[config.mk]
export PLATFORM = sky130hd
export DESIGN_NAME = srch_queue
export DESIGN_NICKNAME = d
export VERILOG_FILES = /design/src/rtl/srch_pkg.sv /design/src/rtl/srch_queue.sv
export SDC_FILE = /design/constraint.sdc
export NUM_CORES = 1
export LEC_CHECK = 0
export ABC_CLOCK_PERIOD_IN_PS = 6000
export BUFFER_PORTS_ARGS = -buffer_cell sky130_fd_sc_hd__buf_4
export CORE_MARGIN = 2
export CORE_UTILIZATION = 55
export DETAILED_ROUTE_END_ITERATION = 16
export PLACE_DENSITY = 0.84
export SYNTH_ARGS = -nofsm -noshare
export SYNTH_HDL_FRONTEND = slang
export SYNTH_SLANG_ARGS = --single-unit
export TNS_END_PERCENT = 5
[constraint.sdc]
create_clock -name clock -period 6 [get_ports clock]
set_input_delay 0.9 -clock clock [delete_from_list [all_inputs] [get_ports clock]]
set_output_delay 0.9 -clock clock [all_outputs]
set_load 0.05 [all_outputs]
[src/rtl/srch_pkg.sv]
// ----------------------------------------------------------------------------
// srch_pkg: shared types and constants for the equal-range search block
// Sizes of the value store, index encodings, the transaction record that
// travels from the front end to the search engine, and queue status.
// ----------------------------------------------------------------------------
package srch_pkg;

   localparam int MAX_ENTRIES = 1024;
   localparam int ADDR_W      = $clog2(MAX_ENTRIES);
   // Search bounds span -1 .. MAX_ENTRIES and the sum of two bounds
   localparam int POS_W       = ADDR_W + 2;
   localparam int VALUE_W     = 32;
   localparam int LEN_W       = 11;
   localparam int ELEM_IDX_W  = 10;
   localparam int RSP_IDX_W   = 11;
   localparam int QUEUE_DEPTH = 2;
   localparam int QPTR_W      = (QUEUE_DEPTH > 1) ? $clog2(QUEUE_DEPTH) : 1;
   localparam int QCNT_W      = $clog2(QUEUE_DEPTH + 1);

   typedef enum logic {
      OP_LOAD  = 1'b0,
      OP_QUERY = 1'b1
   } opcode_type;

   typedef logic signed [POS_W-1:0] pos_type;

   localparam logic signed [RSP_IDX_W-1:0] NOT_FOUND_INDEX = '1;

   typedef struct packed {
      logic                      is_query;
      logic [ADDR_W-1:0]         addr;
      logic signed [VALUE_W-1:0] value;
   } xact_type;

   typedef struct packed {
      logic empty;
      logic full;
   } queue_status_type;

endpackage

[src/rtl/srch_queue.sv]
// ----------------------------------------------------------------------------
// srch_queue: transaction queue between front end and search engine
// Small register FIFO; lets the front keep accepting while a search runs.
// ----------------------------------------------------------------------------
module srch_queue (
   input  logic                        clock,
   input  logic                        reset,
   input  logic                        push,
   input  srch_pkg::xact_type          push_data,
   input  logic                        pop,
   output srch_pkg::xact_type          pop_data,
   output srch_pkg::queue_status_type  status
);
   import srch_pkg::*;

   xact_type            slots_ff [QUEUE_DEPTH];
   logic [QPTR_W-1:0]   wr_ptr_ff, wr_ptr_in;
   logic [QPTR_W-1:0]   rd_ptr_ff, rd_ptr_in;
   logic [QCNT_W-1:0]   count_ff, count_in;
   logic                do_push, do_pop;

   assign status.empty = (count_ff == '0);
   assign status.full  = (count_ff == QCNT_W'(QUEUE_DEPTH));
   assign pop_data     = slots_ff[rd_ptr_ff];

   assign do_push = push && !status.full;
   assign do_pop  = pop && !status.empty;

   always_comb begin
      wr_ptr_in = wr_ptr_ff;
      rd_ptr_in = rd_ptr_ff;
      count_in  = count_ff;
      if (do_push) begin
         wr_ptr_in = (wr_ptr_ff == QPTR_W'(QUEUE_DEPTH - 1)) ? '0 : wr_ptr_ff + 1'b1;
      end
      if (do_pop) begin
         rd_ptr_in = (rd_ptr_ff == QPTR_W'(QUEUE_DEPTH - 1)) ? '0 : rd_ptr_ff + 1'b1;
      end
      if (do_push && !do_pop) begin
         count_in = count_ff + 1'b1;
      end else if (do_pop && !do_push) begin
         count_in = count_ff - 1'b1;
      end
   end

   always_ff @(posedge clock) begin
      if (reset) begin
         wr_ptr_ff <= '0;
         rd_ptr_ff <= '0;
         count_ff  <= '0;
      end else begin
         wr_ptr_ff <= wr_ptr_in;
         rd_ptr_ff <= rd_ptr_in;
         count_ff  <= count_in;
      end
      if (do_push) begin
         slots_ff[wr_ptr_ff] <= push_data;
      end
   end

endmodule

# [After elaboration in Yosys (flattened, before gate mapping)]
# Memories as Yosys holds them, arrays and structs flattened. A register that Yosys moved wholly into a read port is not among the register bits.
# Cells that the tools add are included.
[op_classes] n_addsub=4 muxes=8 n_eq_ne=1 n_reduce_logical=10
[op_table] cell="2-to-1 mux 1 bit" n=6
[op_table] cell="logical AND 1 bit" n=4
[op_table] cell="zero test 1 bit" n=4
[op_table] cell="2-to-1 mux 2 bit" n=2
[op_table] cell="adder 1 bit, second input constant" n=2
[op_table] cell="adder 2 x 1 -> 2 bit, second input constant" n=1
[op_table] cell="== test 2 bit, second input constant" n=1
[op_table] cell="zero test 2 bit" n=1
[op_table] cell="nonzero test 2 bit" n=1
[op_table] cell="subtractor 2 x 1 -> 2 bit, second input constant" n=1
[totals] mem_bits_rw=86 regBits=4 word_cells=27 memories=1 out_inout_bits=45
[memory_table] name="slots_ff" words=2 width=43 rd=1 rd_clocked_by_memory_dff=1 write_ports=1 line_no="srch_queue.sv:16" rtl="xact_type slots_ff [QUEUE_DEPTH];"

# [Longest topological paths before layout]
[logic_depth] word_depth=7 mapped_depth=6

# [Worst setup path before layout]
# No wires, ideal clock.
[synth_path] kind="in2reg" start="input push" end="memory slots_ff[0][0] in the netlist's numbering (enable)" cell_stages=3 arrival_ns=2.151 t_required_ns=5.603 path_slack_ns=3.451 n_path_buf=0 path_cell_list="inv_1 -> or3_1 -> inv_1"
[synth_via] elab_chain_len=3
[synth_rtl] element="from (decl)" line_no="srch_queue.sv:8" rtl="input logic push,"
[synth_rtl] element="logical AND 1 bit" line_no="srch_queue.sv:26" rtl="assign do_push = push && !status.full;"
[synth_rtl] element="2-to-1 mux 1 bit" line_no="srch_queue.sv:56" rtl="if (do_push) begin"
[synth_rtl] element="2-to-1 mux 1 bit (not written as such)" line_no="srch_queue.sv:57" rtl="slots_ff[wr_ptr_ff] <= push_data;"
[synth_rtl] element="to (decl)" line_no="srch_queue.sv:16"
# No other way between the ends.

==> results.toml <==
[sta]
clock.fmax_mhz = 346
clock-skew-final_ns = 0.0151
fin_crit_sh_pct = 48.2
setup_violations = 0
hold_violations = 0
min_period_ns = 2.89
fin_setup_tns_ns = 0
tightestPinTransition_ns = 1.02
slew_headroom_pct = 32.0
grt_setup_unrepaired = "no"
finalMaxSlewViolations = 0

[logic_synthesis]
syn_nets = 207
synth_cell_type_count = 14
ys_seq_area_share_pct = 80.9
syn_inst = 159
netlist_area_um2 = 3320
synth.avg_cell_area_um2 = 20.9
yosys_warnings = 0
ys_ff_latch = 91

[pwr]
p_per_area_nw_per_um2 = 466
irDropWorstVdd_v = 0.000341
total_power_mw = 1.97
leakage_nw = 1.58

[cts]
clock_latency_ns = 0.34
cts.sinks = 91
h-tree-depth = 3
hold_buffers = 0
cts-resized-gates = 0
path_clk_slew_ns = 0.08
cts_tree = "done"
numCtsBuffers = 9
root_buffer = "clkbuf_8"
cts_setup_buffers = 0
clockBufferDepth = 2

[floorplanning]
ios = 92
die_w_um = 81.7
rows = 28
core_area_um2 = 5890
start_util_pct = 56.4
die_area_um2 = 6670
die_h_um = 81.7

[route]
wl_met3_um = 296
drtIter0Drc = 101
firstDrtPassIters = 4
vias = 1690
post_drt_wl_per_cell_um = 15.6
avgViaCountPerCell = 5.03
wl_met1_um = 2060
met2_length_um = 2840
drc = 0
ant_nets = 0
wl_um = 5230
routed.top_layer = "met4"

[critical_path]
cp_max_fo = 43
end_kind = "primary output"
cpMaxStageDelayCell = "dfxtp_2"
cp-start-kind = "flop"
crit_chain = "mux2_2 -> buf_4"
crit_buf_inv = 1
crit_type = "reg2out"
cp.required_ns = 5.10
crit_path_max_incr_delay_ns = 1.01
crit_arrival_ns = 1.99
crit_family = "flip-flops"

[global_route]
grt_antenna_before_repair = 0
grt_pass1_vias = 1685
grt_max_degree = 44
grt.total_usage_pct = 15.6
grt_pass1_wl_um = 7510
gr-total-overflow = 0

[cells_and_area]
syn2layout_area_growth_pct = 27.4
drive_above_1_share_pct = 58.2
final_area_um2 = 4230
nNetsFinal = 304
diodes = 0

[place]
dpl_cell_area_um2 = 4060
portBuffers = 91
gp_congestion = 0.642
dp_hpwl_um = 3370

[run]
maxCapViolCount = 0

[run_status]
status = "completed"

[worst_hold_path]
hp-class = "reg2reg"
[final timing paths]
path                from              to  slack (ns)  depth (start not counted)
min reg2reg    wr_ptr_ff       wr_ptr_ff        0.50                          2
max                 flop    pop_data[25]        3.11                          2
max reg2reg  count_ff[0]  slots_ff[0][0]        4.05                          3
min            wr_ptr_ff       wr_ptr_ff        0.50                          2
[power breakdown]
part / total [mW] / switching (mW) / internal [mW] / leakage (nW)
logic: 0.763 / 0.500 / 0.263 / 0.653
clock network: 0.342 / 0.192 / 0.149 / 0.0831
registers: 0.864 / 0.0639 / 0.800 / 0.845
total: 1.97 / 0.756 / 1.21 / 1.58
[per-layer routing]
layer / up-vias / global-route usage (%)
met5: - / 0
met4: 0 / 6.00
met3: 6 / 3.52
met2: 57 / 29.3
met1: 821 / 17.2
li1: 806 / -
[placed cells by master, fill, tap and decap left out]
cell / n
ha_1: 1
clkinv_4: 1
o21ai_0: 3
buf_4: 91
inv_1: 1
edfxtp_1: 86
or3_1: 2
a21oi_1: 2
dfxtp_2: 1
clkbuf_1: 2
dfxtp_1: 4
xor2_1: 3
clkinv_2: 3
nor2_1: 5
mux2_2: 43
inv_2: 1
clkinvlp_4: 1
nor2b_2: 1
clkbuf_8: 9
and2_2: 1
[metrics by stage]
step,instances,setup slack (ns),hold WS (ns),utilization (%)
floorplan,159,3.45,0.452,-
global placement,320,3.45,0.465,69.0
detailed placement,320,3.44,0.492,69.0
CTS,336,3.07,0.504,71.8
global route,336,3.00,0.524,71.8
finish,336,3.11,0.497,71.8
[registers in the layout (all words and copies together), names as in the netlist, named ones only]
signal and cells:
slots_ff 86, count_ff 2, rd_ptr_ff 1, wr_ptr_ff 1
[worst min-delay path: stages, from the launching register on]
cell	delay (ns)
dfxtp_1	0.32
o21ai_0	0.07
a21oi_1	0.06
[area by class of cell]
cell class,instances,area [um2]
clock buffer,11,131
clock inverter,5,31.3
fill,400,1660
inverter,2,7.51
multi-input combinational,61,596
sequential,91,2680
tap,75,93.8
timing repair buffer,91,683
[synth_stat cells]
cell	n	area share (%)
a21oi_1	2	0.30
and2_1	1	0.19
buf_2	2	0.30
buf_4	3	0.68
dfxtp_1	5	3.0
edfxtp_1	86	78
ha_1	1	0.38
inv_1	2	0.23
mux2_2	43	15
nor2_1	5	0.57
nor2b_2	1	0.26
o21ai_0	3	0.45
or3_1	2	0.38
xor2_1	3	0.79
[kinds of logic (layout without fill, tap and decap cells)]
group,Yosys count,after routing,synth area share [%]
AO/OA/AOI/OAI,5,5,0.754
XOR/XNOR,3,3,0.792
adder cells (fa/ha/maj),1,1,0.377
buffers and inverters,7,109,1.21
flip-flops,91,91,80.9
multiplexers,43,43,14.6
AND/OR/NAND/NOR,9,9,1.40
(Power assumes the default switching activity.)
