`src/rtl/srch_pkg.sv`:
```
// ----------------------------------------------------------------------------
// srch_pkg: shared types and constants for the equal-range search block
// Sizes of the value store, index encodings, the transaction record that
// travels from the front end to the search engine, and queue status.
// ----------------------------------------------------------------------------
package srch_pkg;

   localparam int MAX_ENTRIES = 1024;
   localparam int ADDR_W      = $clog2(MAX_ENTRIES);
   // Search bounds span -1 .. MAX_ENTRIES and the sum of two bounds
   localparam int POS_W       = ADDR_W + 2;
   localparam int VALUE_W     = 32;
   localparam int LEN_W       = 11;
   localparam int ELEM_IDX_W  = 10;
   localparam int RSP_IDX_W   = 11;
   localparam int QUEUE_DEPTH = 2;
   localparam int QPTR_W      = (QUEUE_DEPTH > 1) ? $clog2(QUEUE_DEPTH) : 1;
   localparam int QCNT_W      = $clog2(QUEUE_DEPTH + 1);

   typedef enum logic {
      OP_LOAD  = 1'b0,
      OP_QUERY = 1'b1
   } opcode_type;

   typedef logic signed [POS_W-1:0] pos_type;

   localparam logic signed [RSP_IDX_W-1:0] NOT_FOUND_INDEX = '1;

   typedef struct packed {
      logic                      is_query;
      logic [ADDR_W-1:0]         addr;
      logic signed [VALUE_W-1:0] value;
   } xact_type;

   typedef struct packed {
      logic empty;
      logic full;
   } queue_status_type;

endpackage

```
`src/rtl/srch_back.sv`:
```
// ----------------------------------------------------------------------------
// srch_back: search engine
// Pop transactions; write loads into the value store, run queries as a
// middle search followed, on a hit, by left-end and right-end searches, one
// probe of the store per cycle, and register the result strobe.
// ----------------------------------------------------------------------------
module srch_back (
   input  logic                                 clock,
   input  logic                                 reset,
   input  logic [srch_pkg::LEN_W-1:0]           array_length,
   input  srch_pkg::queue_status_type           queue_status,
   input  srch_pkg::xact_type                   queue_data,
   output logic                                 pop,
   output logic                                 ram_wr_en,
   output logic [srch_pkg::ADDR_W-1:0]          ram_wr_addr,
   output logic [srch_pkg::VALUE_W-1:0]         ram_wr_data,
   output logic                                 ram_rd_en,
   output logic [srch_pkg::ADDR_W-1:0]          ram_rd_addr,
   input  logic [srch_pkg::VALUE_W-1:0]         ram_rd_data,
   output logic                                 rsp_valid,
   output logic signed [srch_pkg::RSP_IDX_W-1:0] rsp_first_index,
   output logic signed [srch_pkg::RSP_IDX_W-1:0] rsp_last_index,
   output logic                                 rsp_found
);
   import srch_pkg::*;

   typedef enum logic [1:0] {
      ST_IDLE,
      ST_MAIN,
      ST_LEFT,
      ST_RIGHT
   } state_type;

   state_type                    state_ff, state_in;
   pos_type                      lo_ff, lo_in, hi_ff, hi_in;
   pos_type                      l_ff, l_in, r_ff, r_in;
   pos_type                      mid_ff, mid_in, probe_ff, probe_in;
   pos_type                      first_ff, first_in;
   pos_type                      len_pos;
   logic signed [VALUE_W-1:0]    target_ff, target_in;
   logic signed [VALUE_W-1:0]    probe_value;
   logic                         rsp_valid_in, rsp_found_in;
   logic signed [RSP_IDX_W-1:0]  rsp_first_in, rsp_last_in;
   logic                         go_main, go_left, go_right;
   logic                         hit;

   assign len_pos     = (int'(array_length) > MAX_ENTRIES) ? pos_type'(MAX_ENTRIES)
                                                           : pos_type'(array_length);
   assign probe_value = $signed(ram_rd_data);
   assign hit         = (probe_value == target_ff);
   assign ram_rd_addr = probe_in[ADDR_W-1:0];
   assign ram_wr_addr = queue_data.addr;
   assign ram_wr_data = queue_data.value;

   always_comb begin
      state_in     = state_ff;
      lo_in        = lo_ff;
      hi_in        = hi_ff;
      l_in         = l_ff;
      r_in         = r_ff;
      mid_in       = mid_ff;
      probe_in     = probe_ff;
      first_in     = first_ff;
      target_in    = target_ff;
      rsp_valid_in = 1'b0;
      rsp_found_in = rsp_found;
      rsp_first_in = rsp_first_index;
      rsp_last_in  = rsp_last_index;
      pop          = 1'b0;
      ram_wr_en    = 1'b0;
      ram_rd_en    = 1'b0;
      go_main      = 1'b0;
      go_left      = 1'b0;
      go_right     = 1'b0;

      unique case (state_ff)
         ST_IDLE: begin
            if (!queue_status.empty) begin
               pop = 1'b1;
               if (queue_data.is_query) begin
                  target_in = queue_data.value;
                  lo_in     = '0;
                  hi_in     = len_pos - pos_type'(1);
                  go_main   = 1'b1;
               end else begin
                  ram_wr_en = 1'b1;
               end
            end
         end
         ST_MAIN: begin
            if (hit) begin
               mid_in  = probe_ff;
               l_in    = lo_ff;
               r_in    = probe_ff;
               go_left = 1'b1;
            end else begin
               if (probe_value < target_ff) begin
                  lo_in = probe_ff + pos_type'(1);
               end else begin
                  hi_in = probe_ff - pos_type'(1);
               end
               go_main = 1'b1;
            end
         end
         ST_LEFT: begin
            if (hit) begin
               r_in = probe_ff;
            end else begin
               l_in = probe_ff + pos_type'(1);
            end
            go_left = 1'b1;
         end
         ST_RIGHT: begin
            if (hit) begin
               l_in = probe_ff;
            end else begin
               r_in = probe_ff - pos_type'(1);
            end
            go_right = 1'b1;
         end
         default: begin
            state_in = ST_IDLE;
         end
      endcase

      // Issue the next probe of the middle search, or report a miss
      if (go_main) begin
         if (lo_in <= hi_in) begin
            probe_in  = (lo_in + hi_in) >>> 1;
            ram_rd_en = 1'b1;
            state_in  = ST_MAIN;
         end else begin
            rsp_valid_in = 1'b1;
            rsp_found_in = 1'b0;
            rsp_first_in = NOT_FOUND_INDEX;
            rsp_last_in  = NOT_FOUND_INDEX;
            state_in     = ST_IDLE;
         end
      end

      // Left end: r always holds a match, so l is the answer once they meet
      if (go_left) begin
         if (l_in < r_in) begin
            probe_in  = (l_in + r_in) >>> 1;
            ram_rd_en = 1'b1;
            state_in  = ST_LEFT;
         end else begin
            first_in = l_in;
            l_in     = mid_in;
            r_in     = hi_in;
            go_right = 1'b1;
         end
      end

      // Right end: l always holds a match
      if (go_right) begin
         if (l_in < r_in) begin
            probe_in  = ((l_in + r_in) >>> 1) + pos_type'(1);
            ram_rd_en = 1'b1;
            state_in  = ST_RIGHT;
         end else begin
            rsp_valid_in = 1'b1;
            rsp_found_in = 1'b1;
            rsp_first_in = RSP_IDX_W'(first_in);
            rsp_last_in  = RSP_IDX_W'(l_in);
            state_in     = ST_IDLE;
         end
      end
   end

   always_ff @(posedge clock) begin
      if (reset) begin
         state_ff  <= ST_IDLE;
         rsp_valid <= 1'b0;
      end else begin
         state_ff  <= state_in;
         rsp_valid <= rsp_valid_in;
      end
      lo_ff           <= lo_in;
      hi_ff           <= hi_in;
      l_ff            <= l_in;
      r_ff            <= r_in;
      mid_ff          <= mid_in;
      probe_ff        <= probe_in;
      first_ff        <= first_in;
      target_ff       <= target_in;
      rsp_found       <= rsp_found_in;
      rsp_first_index <= rsp_first_in;
      rsp_last_index  <= rsp_last_in;
   end

endmodule

```
`config.mk`:
```
export PLATFORM = sky130hd
export DESIGN_NAME = srch_back
export DESIGN_NICKNAME = d
export VERILOG_FILES = /design/src/rtl/srch_pkg.sv /design/src/rtl/srch_back.sv
export SDC_FILE = /design/constraint.sdc
export NUM_CORES = 1
export LEC_CHECK = 0
export BUFFER_PORTS_ARGS = -buffer_cell sky130_fd_sc_hd__buf_2
export CAP_MARGIN = 20
export CORE_ASPECT_RATIO = 0.8
export CORE_MARGIN = 5
export CORE_UTILIZATION = 50
export DETAILED_ROUTE_END_ITERATION = 8
export GPL_TIMING_DRIVEN = 0
export HOLD_SLACK_MARGIN = 0.15
export PLACE_DENSITY = 0.7
export SLEW_MARGIN = 40
export SYNTH_ARGS = -nofsm -noshare
export SYNTH_HDL_FRONTEND = slang
export SYNTH_SLANG_ARGS = --single-unit
```
`constraint.sdc`:
```
create_clock -name clock -period 12.1 [get_ports clock]
set_clock_uncertainty 0.2 [all_clocks]
set_input_delay 1.21 -clock clock [delete_from_list [all_inputs] [get_ports clock]]
set_output_delay 1.21 -clock clock [all_outputs]
set_load 0.05 [all_outputs]
```
# Word level (Yosys, flattened, before mapping)
# Index checks and enable logic that the tools add are counted.
# op_classes
addsub	7
n_mul	0
n_div	0
order_cmp	5
n_eq_ne	4
shifts	0
mux	74
n_bitwise	1
n_reduce_logical	3
# op_table
operator	n
2-to-1 mux 12 bit	25
2-to-1 mux 11 bit	11
one-hot mux 12 bit (2 select lines)	3
adder 12 bit	3
one-hot mux 12 bit (3 select lines)	1
equality test 32 bit	1
< comparator 32 bit	1
2-to-1 mux 1 bit	27
< comparator 12 bit	2
adder 11 x 2 -> 12 bit (second input constant)	1
adder 12 x 2 -> 12 bit (second input constant)	1
less-or-equal comparator 12 bit	1
subtractor 11 x 1 -> 12 bit (second input constant)	1
subtractor 12 x 2 -> 12 bit (second input constant)	1
> comparator 11 bit (second input constant)	1
2-to-1 mux 2 bit	5
equality test 2 bit (second input constant)	2
one-hot mux 1 bit (2 select lines)	2
AND reduction 3 bit	1
equality test 2 x 1 -> 1 bit (second input constant)	1
zero test 2 bit	1
OR reduction 2 bit	1
NOT 1 bit	1
# word_totals
regBits	141
latch_bits	0
ramBits	0
mem_bits_ro	0
input_bits	90
out_inout_bits	79
word_cells	107
mem_count	0

# Depth between registers and ports, before layout
# depth
depth_word	13
depth_mapped	38
mapped_depth_nobuf	34

# Worst setup path before layout
# No wires, ideal clock.
# synth_path
path_type	input-to-output
startpoint	input port ram_rd_data[15] in the netlist's numbering
endpoint	output port ram_rd_addr[9] in the netlist's numbering
arrival_time_ns	8.353
path_slack_ns	2.337
stages	28
n_path_buf	4
cell_sequence	ha_1 nand4_1 or4_1 nor2_4 clkbuf_1 clkbuf_1 a21oi_1 a2bb2oi_1 o21ai_0 ha_1 nand2b_1 a221oi_1 nor4_1 o311a_1 o21a_1 a21oi_2 clkbuf_1 mux2i_1 ha_1 or2_2 a2111oi_0 o32ai_1 xnor2_1 nor2b_1 nand4b_4 or3b_1 a31oi_1 buf_4
# synth_rtl
item	line	rtl
from (decl)	srch_back.sv:19	input logic [srch_pkg::VALUE_W-1:0] ram_rd_data,
equality test 32 bit or < comparator 32 bit (tied branches)	srch_back.sv:50, srch_back.sv:97	
2-to-1 mux 12 bit, on equally long branches	-	
one-hot mux 12 bit (3 select lines), or another cell as far along	srch_back.sv:76	unique case (state_ff)
< comparator 12 bit or one-hot mux 12 bit (2 select lines) (tied branches)	srch_back.sv:143, srch_back.sv:76	
2-to-1 mux 12 bit	srch_back.sv:143	if (l_in < r_in) begin
2-to-1 mux 12 bit *	srch_back.sv:142	if (go_left) begin
via r_in[1]	srch_back.sv:36	pos_type l_ff, l_in, r_ff, r_in;
adder 12 bit	srch_back.sv:158	probe_in = ((l_in + r_in) >>> 1) + pos_type'(1);
adder 11 x 2 -> 12 bit	srch_back.sv:158	
2-to-1 mux 12 bit *	srch_back.sv:157	if (l_in < r_in) begin
2-to-1 mux 12 bit *	srch_back.sv:156	if (go_right) begin
to (decl)	srch_back.sv:18	output logic [srch_pkg::ADDR_W-1:0] ram_rd_addr,
# The timed path passes the listed nets; every way through them passes the cells marked *.

# Final worst setup path
# layout_path
startpoint	input port ram_rd_data[28] in the netlist's numbering
endpoint	output port ram_rd_addr[9] in the netlist's numbering
# The elaborated chain is that of the path after synthesis.

==> results.md <==
* Status: complete, no violations
* Post-layout net count at around 1.7k
* Final sum of negative setup slack at 0 ns
* First-pass GRT wire length at 55000 um
* GR Overflow Total at 0
* Synth Flop Type: dfxtp_1
* Arrival time of data at the critical path endpoint at approximately 10 ns
* Area of all sequential standard cells at 0.00314 mm^2
* Vias after detailed routing at approximately 10k
* Utilization after layout at 60.0%
* Worst skew pair latency at 0.44 ns
* LEAKAGE at around 0.0056 uW
* Final worst slack at 0.390 ns
* Standard-cell rows at 47
* Count of cell types in the netlist at 76
* Max Fclk at between 80 and 90 MHz
* Vias in the first global route at 9770
* Synth Area per Inst at 8.07 um^2
* Min-Delay Startpoint: rsp_found
* Starting utilization of the core area at 51.3%
* Global-route usage over all layers at between 20% and 30%
* Filler cells at 1974
* RSZ-0062 raised after global routing: yes
* # H-tree levels at 4
* Worst endpoint required time at 10.69 ns
* Category of the worst setup path capture point: primary output
* Avg Vias per Cell at 5.86
* Type of the setup path with the least slack: in -> out
* R2R Path Start: target_ff[27]
* HPWL reported at the end of detailed placement at ~28000 um
* Peak ir drop on the vdd network at 0.282 mV
* Antenna Diode Count at 0
* WP buf/inv at 7
* Proportion of register bits with asynchronous set or reset after synthesis at 0%
* Count of flip-flops with a built-in enable after synthesis at 32
* Worst-path clk slew at 0.07 ns
* Category of cells accounting for the largest share of critical-path delay: compound AO/OA/AOI/OAI gates
* MaxCap Viol Count at 0
* Sinks on the clock net at 141
* Antenna-violating nets left at 0
* Endpoint, Worst Hold: rsp_found
* Ys Warns at 0
* Type of the tightest min-delay check: reg -> reg
* Maximum number of buffers from clock root to sink at 2
* Share of layout cells above drive strength 1 at 19.8%
* Portion of the clock cycle consumed by the worst path in the final layout at 96.8%
* Number of buffers created by CTS at 17
* Post-synth design cell area at 0.0107 mm^2
* Worst Hold Path Cells at 2
* Final Instance Count excl. Fillers at 1786
* Sequential power share at 22.7%
* Most frequent cells after synthesis: nand2_1, nor2_1, o21ai_0, dfxtp_1, ha_1
* Number of primary I/O pins at 169
* Slew of the pin with the lowest slew margin at 0.836 ns
* First-iteration detailed-routing DRC count at 980
* Number of search-and-repair iterations in the first detailed-routing pass at 7
* Internal power at 1380 uW
* Clock Power Share at 19.1%
* Placed Cells incl. Taps at 1755
* Core Box Area at ~0.021 mm^2
* Worst-case reg-to-reg path depth at 35
* Seq/Total Area, Yosys at 29.4%
* TritonCTS clock tree: built
* Number of standard cells after synthesis at between 1k and 1.5k
* Area after detailed placement at 0.0119 mm^2
* Flip-flop and latch count after synthesis at around 140
* Dominant cell by count in the synthesized netlist: nand2_1
* Share of total power in combinational logic at slightly below 60%
* # DRC at 0
* Maximum fanout along the worst path at 10
* Multi-input gate area at 0.00662 mm^2
* Most common cell type on the critical path: o21ai_0
* GPL Wtd Cong at 1.03
* Cell area after layout at 0.0125 mm^2
* Pin count of the biggest net entering global routing at 18
* Count of buffers from port buffering at ~160
* Net switching power at 1400 uW
* Setup slack of the most critical reg-to-reg path at ~2.6 ns
* Number of cells on the critical path at 33
* Number of nets in the synthesized netlist at 1525
* Wirelength per Cell at 19.9 um
* Die area at roughly 0.024 mm^2
* Number of pins with negative max-slew slack in the final report at 0
* Final setup violation count at 0
* Capturing point of the worst reg2reg path: rsp_first_index[6]
* Y dimension of the die at approximately 140 um
* Normalized max-slew margin at 44.3%
* Fraction of power spent switching nets at 50.5%
* Post-placement worst setup slack at -0.540 ns
* Startpoint type of the worst setup path: primary input
* Power density over the cells at 222 mW/mm^2
* Post-synthesis to final-layout area growth at 17.0%
* Final critical path time including I/O delays and setup at 11.71 ns
* Critical Path Max Stage Delay at 0.53 ns
* Number of buffers inserted to repair setup after CTS at 0
* Biggest area consumer among synthesized cells: dfxtp_1
* Root buf cell: clkbuf_16
* Leading cell types by total area after synthesis: dfxtp_1, ha_1, edfxtp_1, o21ai_0, nand2_1
* Share of Yosys cell area claimed by the top area cell type at 20.4%
* Final wirelength at 35500 um
* Number of buffers inserted for hold repair after clock tree synthesis at 0
* Highest-delay cell along the critical path: nor3b_1
* Antenna violations before repair at 0
* Count of final hold-check violations at 0
* Die width at 174 um
## cell families (layout without fill, tap and decap cells)
family / Yosys count / in the layout / synth area share [%]
AOI/OAI and AO/OA: 369 / 369 / 21.9
xor gates and xnor gates: 57 / 57 / 4.66
adders and majority gates: 108 / 108 / 12.8
buffers and inverters: 218 / 408 / 9.47
DFF: 141 / 141 / 29.4
muxes: 52 / 52 / 5.12
and+or+nand+nor: 382 / 382 / 16.7
## power by group through the flow
stage / Combinational, uW / Sequential [uW] / Clock (uW)
after floorplan: 1120 / 657 / 0
after global placement: 1560 / 636 / 0
after detailed placement: 1590 / 638 / 0
after CTS: 1600 / 627 / 532
after global routing: 1750 / 638 / 554
final: 1620 / 630 / 530
## worst max-delay path by stage
stage / start / endpoint / slack (ns)
floorplan: ram_rd_data[15] / ram_rd_addr[9] / 2.34
global route: ram_rd_data[31] / ram_rd_addr[9] / -0.05
CTS: ram_rd_data[31] / ram_rd_addr[8] / 0.09
finish: ram_rd_data[28] / ram_rd_addr[9] / 0.39
detailed placement: ram_rd_data[15] / ram_rd_addr[5] / -0.54
global placement: ram_rd_data[15] / ram_rd_addr[9] / -0.78
## flip-flops by register name (all words and copies together) (netlist names), 2 cells and up
name,cells
first_ff,11
hi_ff,12
l_ff,12
lo_ff,12
mid_ff,12
probe_ff,12
r_ff,12
rsp_first_index,11
rsp_last_index,11
state_ff,2
target_ff,32
## cell usage in the layout, fill, tap and decap left out, drive strengths merged, types with 4 or more instances in the layout
master / netlist / routed
a2111oi: 5 / 5
a211o: 4 / 4
a211oi: 15 / 15
a21o: 21 / 21
a21oi: 88 / 88
a221o: 5 / 5
a22o: 12 / 12
a22oi: 14 / 14
a31oi: 15 / 15
and3: 7 / 7
buf: 56 / 213
clkbuf: 61 / 79
dfxtp: 109 / 109
edfxtp: 32 / 32
ha: 105 / 105
inv: 101 / 111
mux2: 22 / 22
mux2i: 30 / 30
nand2: 127 / 127
nand2b: 15 / 15
nand3: 28 / 28
nand4: 14 / 14
nor2: 119 / 119
nor2b: 12 / 12
nor3: 22 / 22
nor3b: 4 / 4
nor4: 13 / 13
o21a: 4 / 4
o21ai: 122 / 122
o21bai: 12 / 12
o221ai: 5 / 5
o22ai: 7 / 7
o311ai: 5 / 5
o31ai: 6 / 6
or2: 7 / 7
or3: 4 / 4
xnor2: 37 / 37
xor2: 20 / 20
## repair_timing
item,CTS,global route
gates cloned,0,0
endpoints found under the setup margin,10,11
resized for setup,5,19
## worst register-to-register path, delay by kind of cell, from the launching register on
| kind | cells | cell delay (ns) |
|---|---|---|
| compound gates | 16 | 3.73 |
| flops | 1 | 0.32 |
| fa+ha+maj | 3 | 1.19 |
| buf+inv | 6 | 1.71 |
| simple gates | 10 | 2.29 |
## layout make-up
type | count | share of cell area [%]
Inverter | 101 | 3.03
Timing Repair Buffer | 159 | 6.48
Clock inverter | 15 | 1.33
Multi-Input combinational cell | 968 | 52.8
Clock buffer | 17 | 3.40
Tap cell | 269 | 2.69
Buffer | 116 | 5.14
Sequential cell | 141 | 25.1
## per-layer routing
metal	global-route usage (%)	wire (um)
met2	42.8	14900
met5	0	0
met1	41.6	16400
met3	6.56	3470
met4	7.00	732
## metrics by stage
| step | power [uW] | hold slack (ns) |
|---|---|---|
| after floorplan | 1780 | 0.219 |
| after global placement | 2200 | 0.236 |
| after detailed placement | 2230 | 0.240 |
| after CTS | 2760 | 0.254 |
| after global routing | 2940 | 0.281 |
| final | 2780 | 0.254 |
Power figures use the tool's default switching activity.
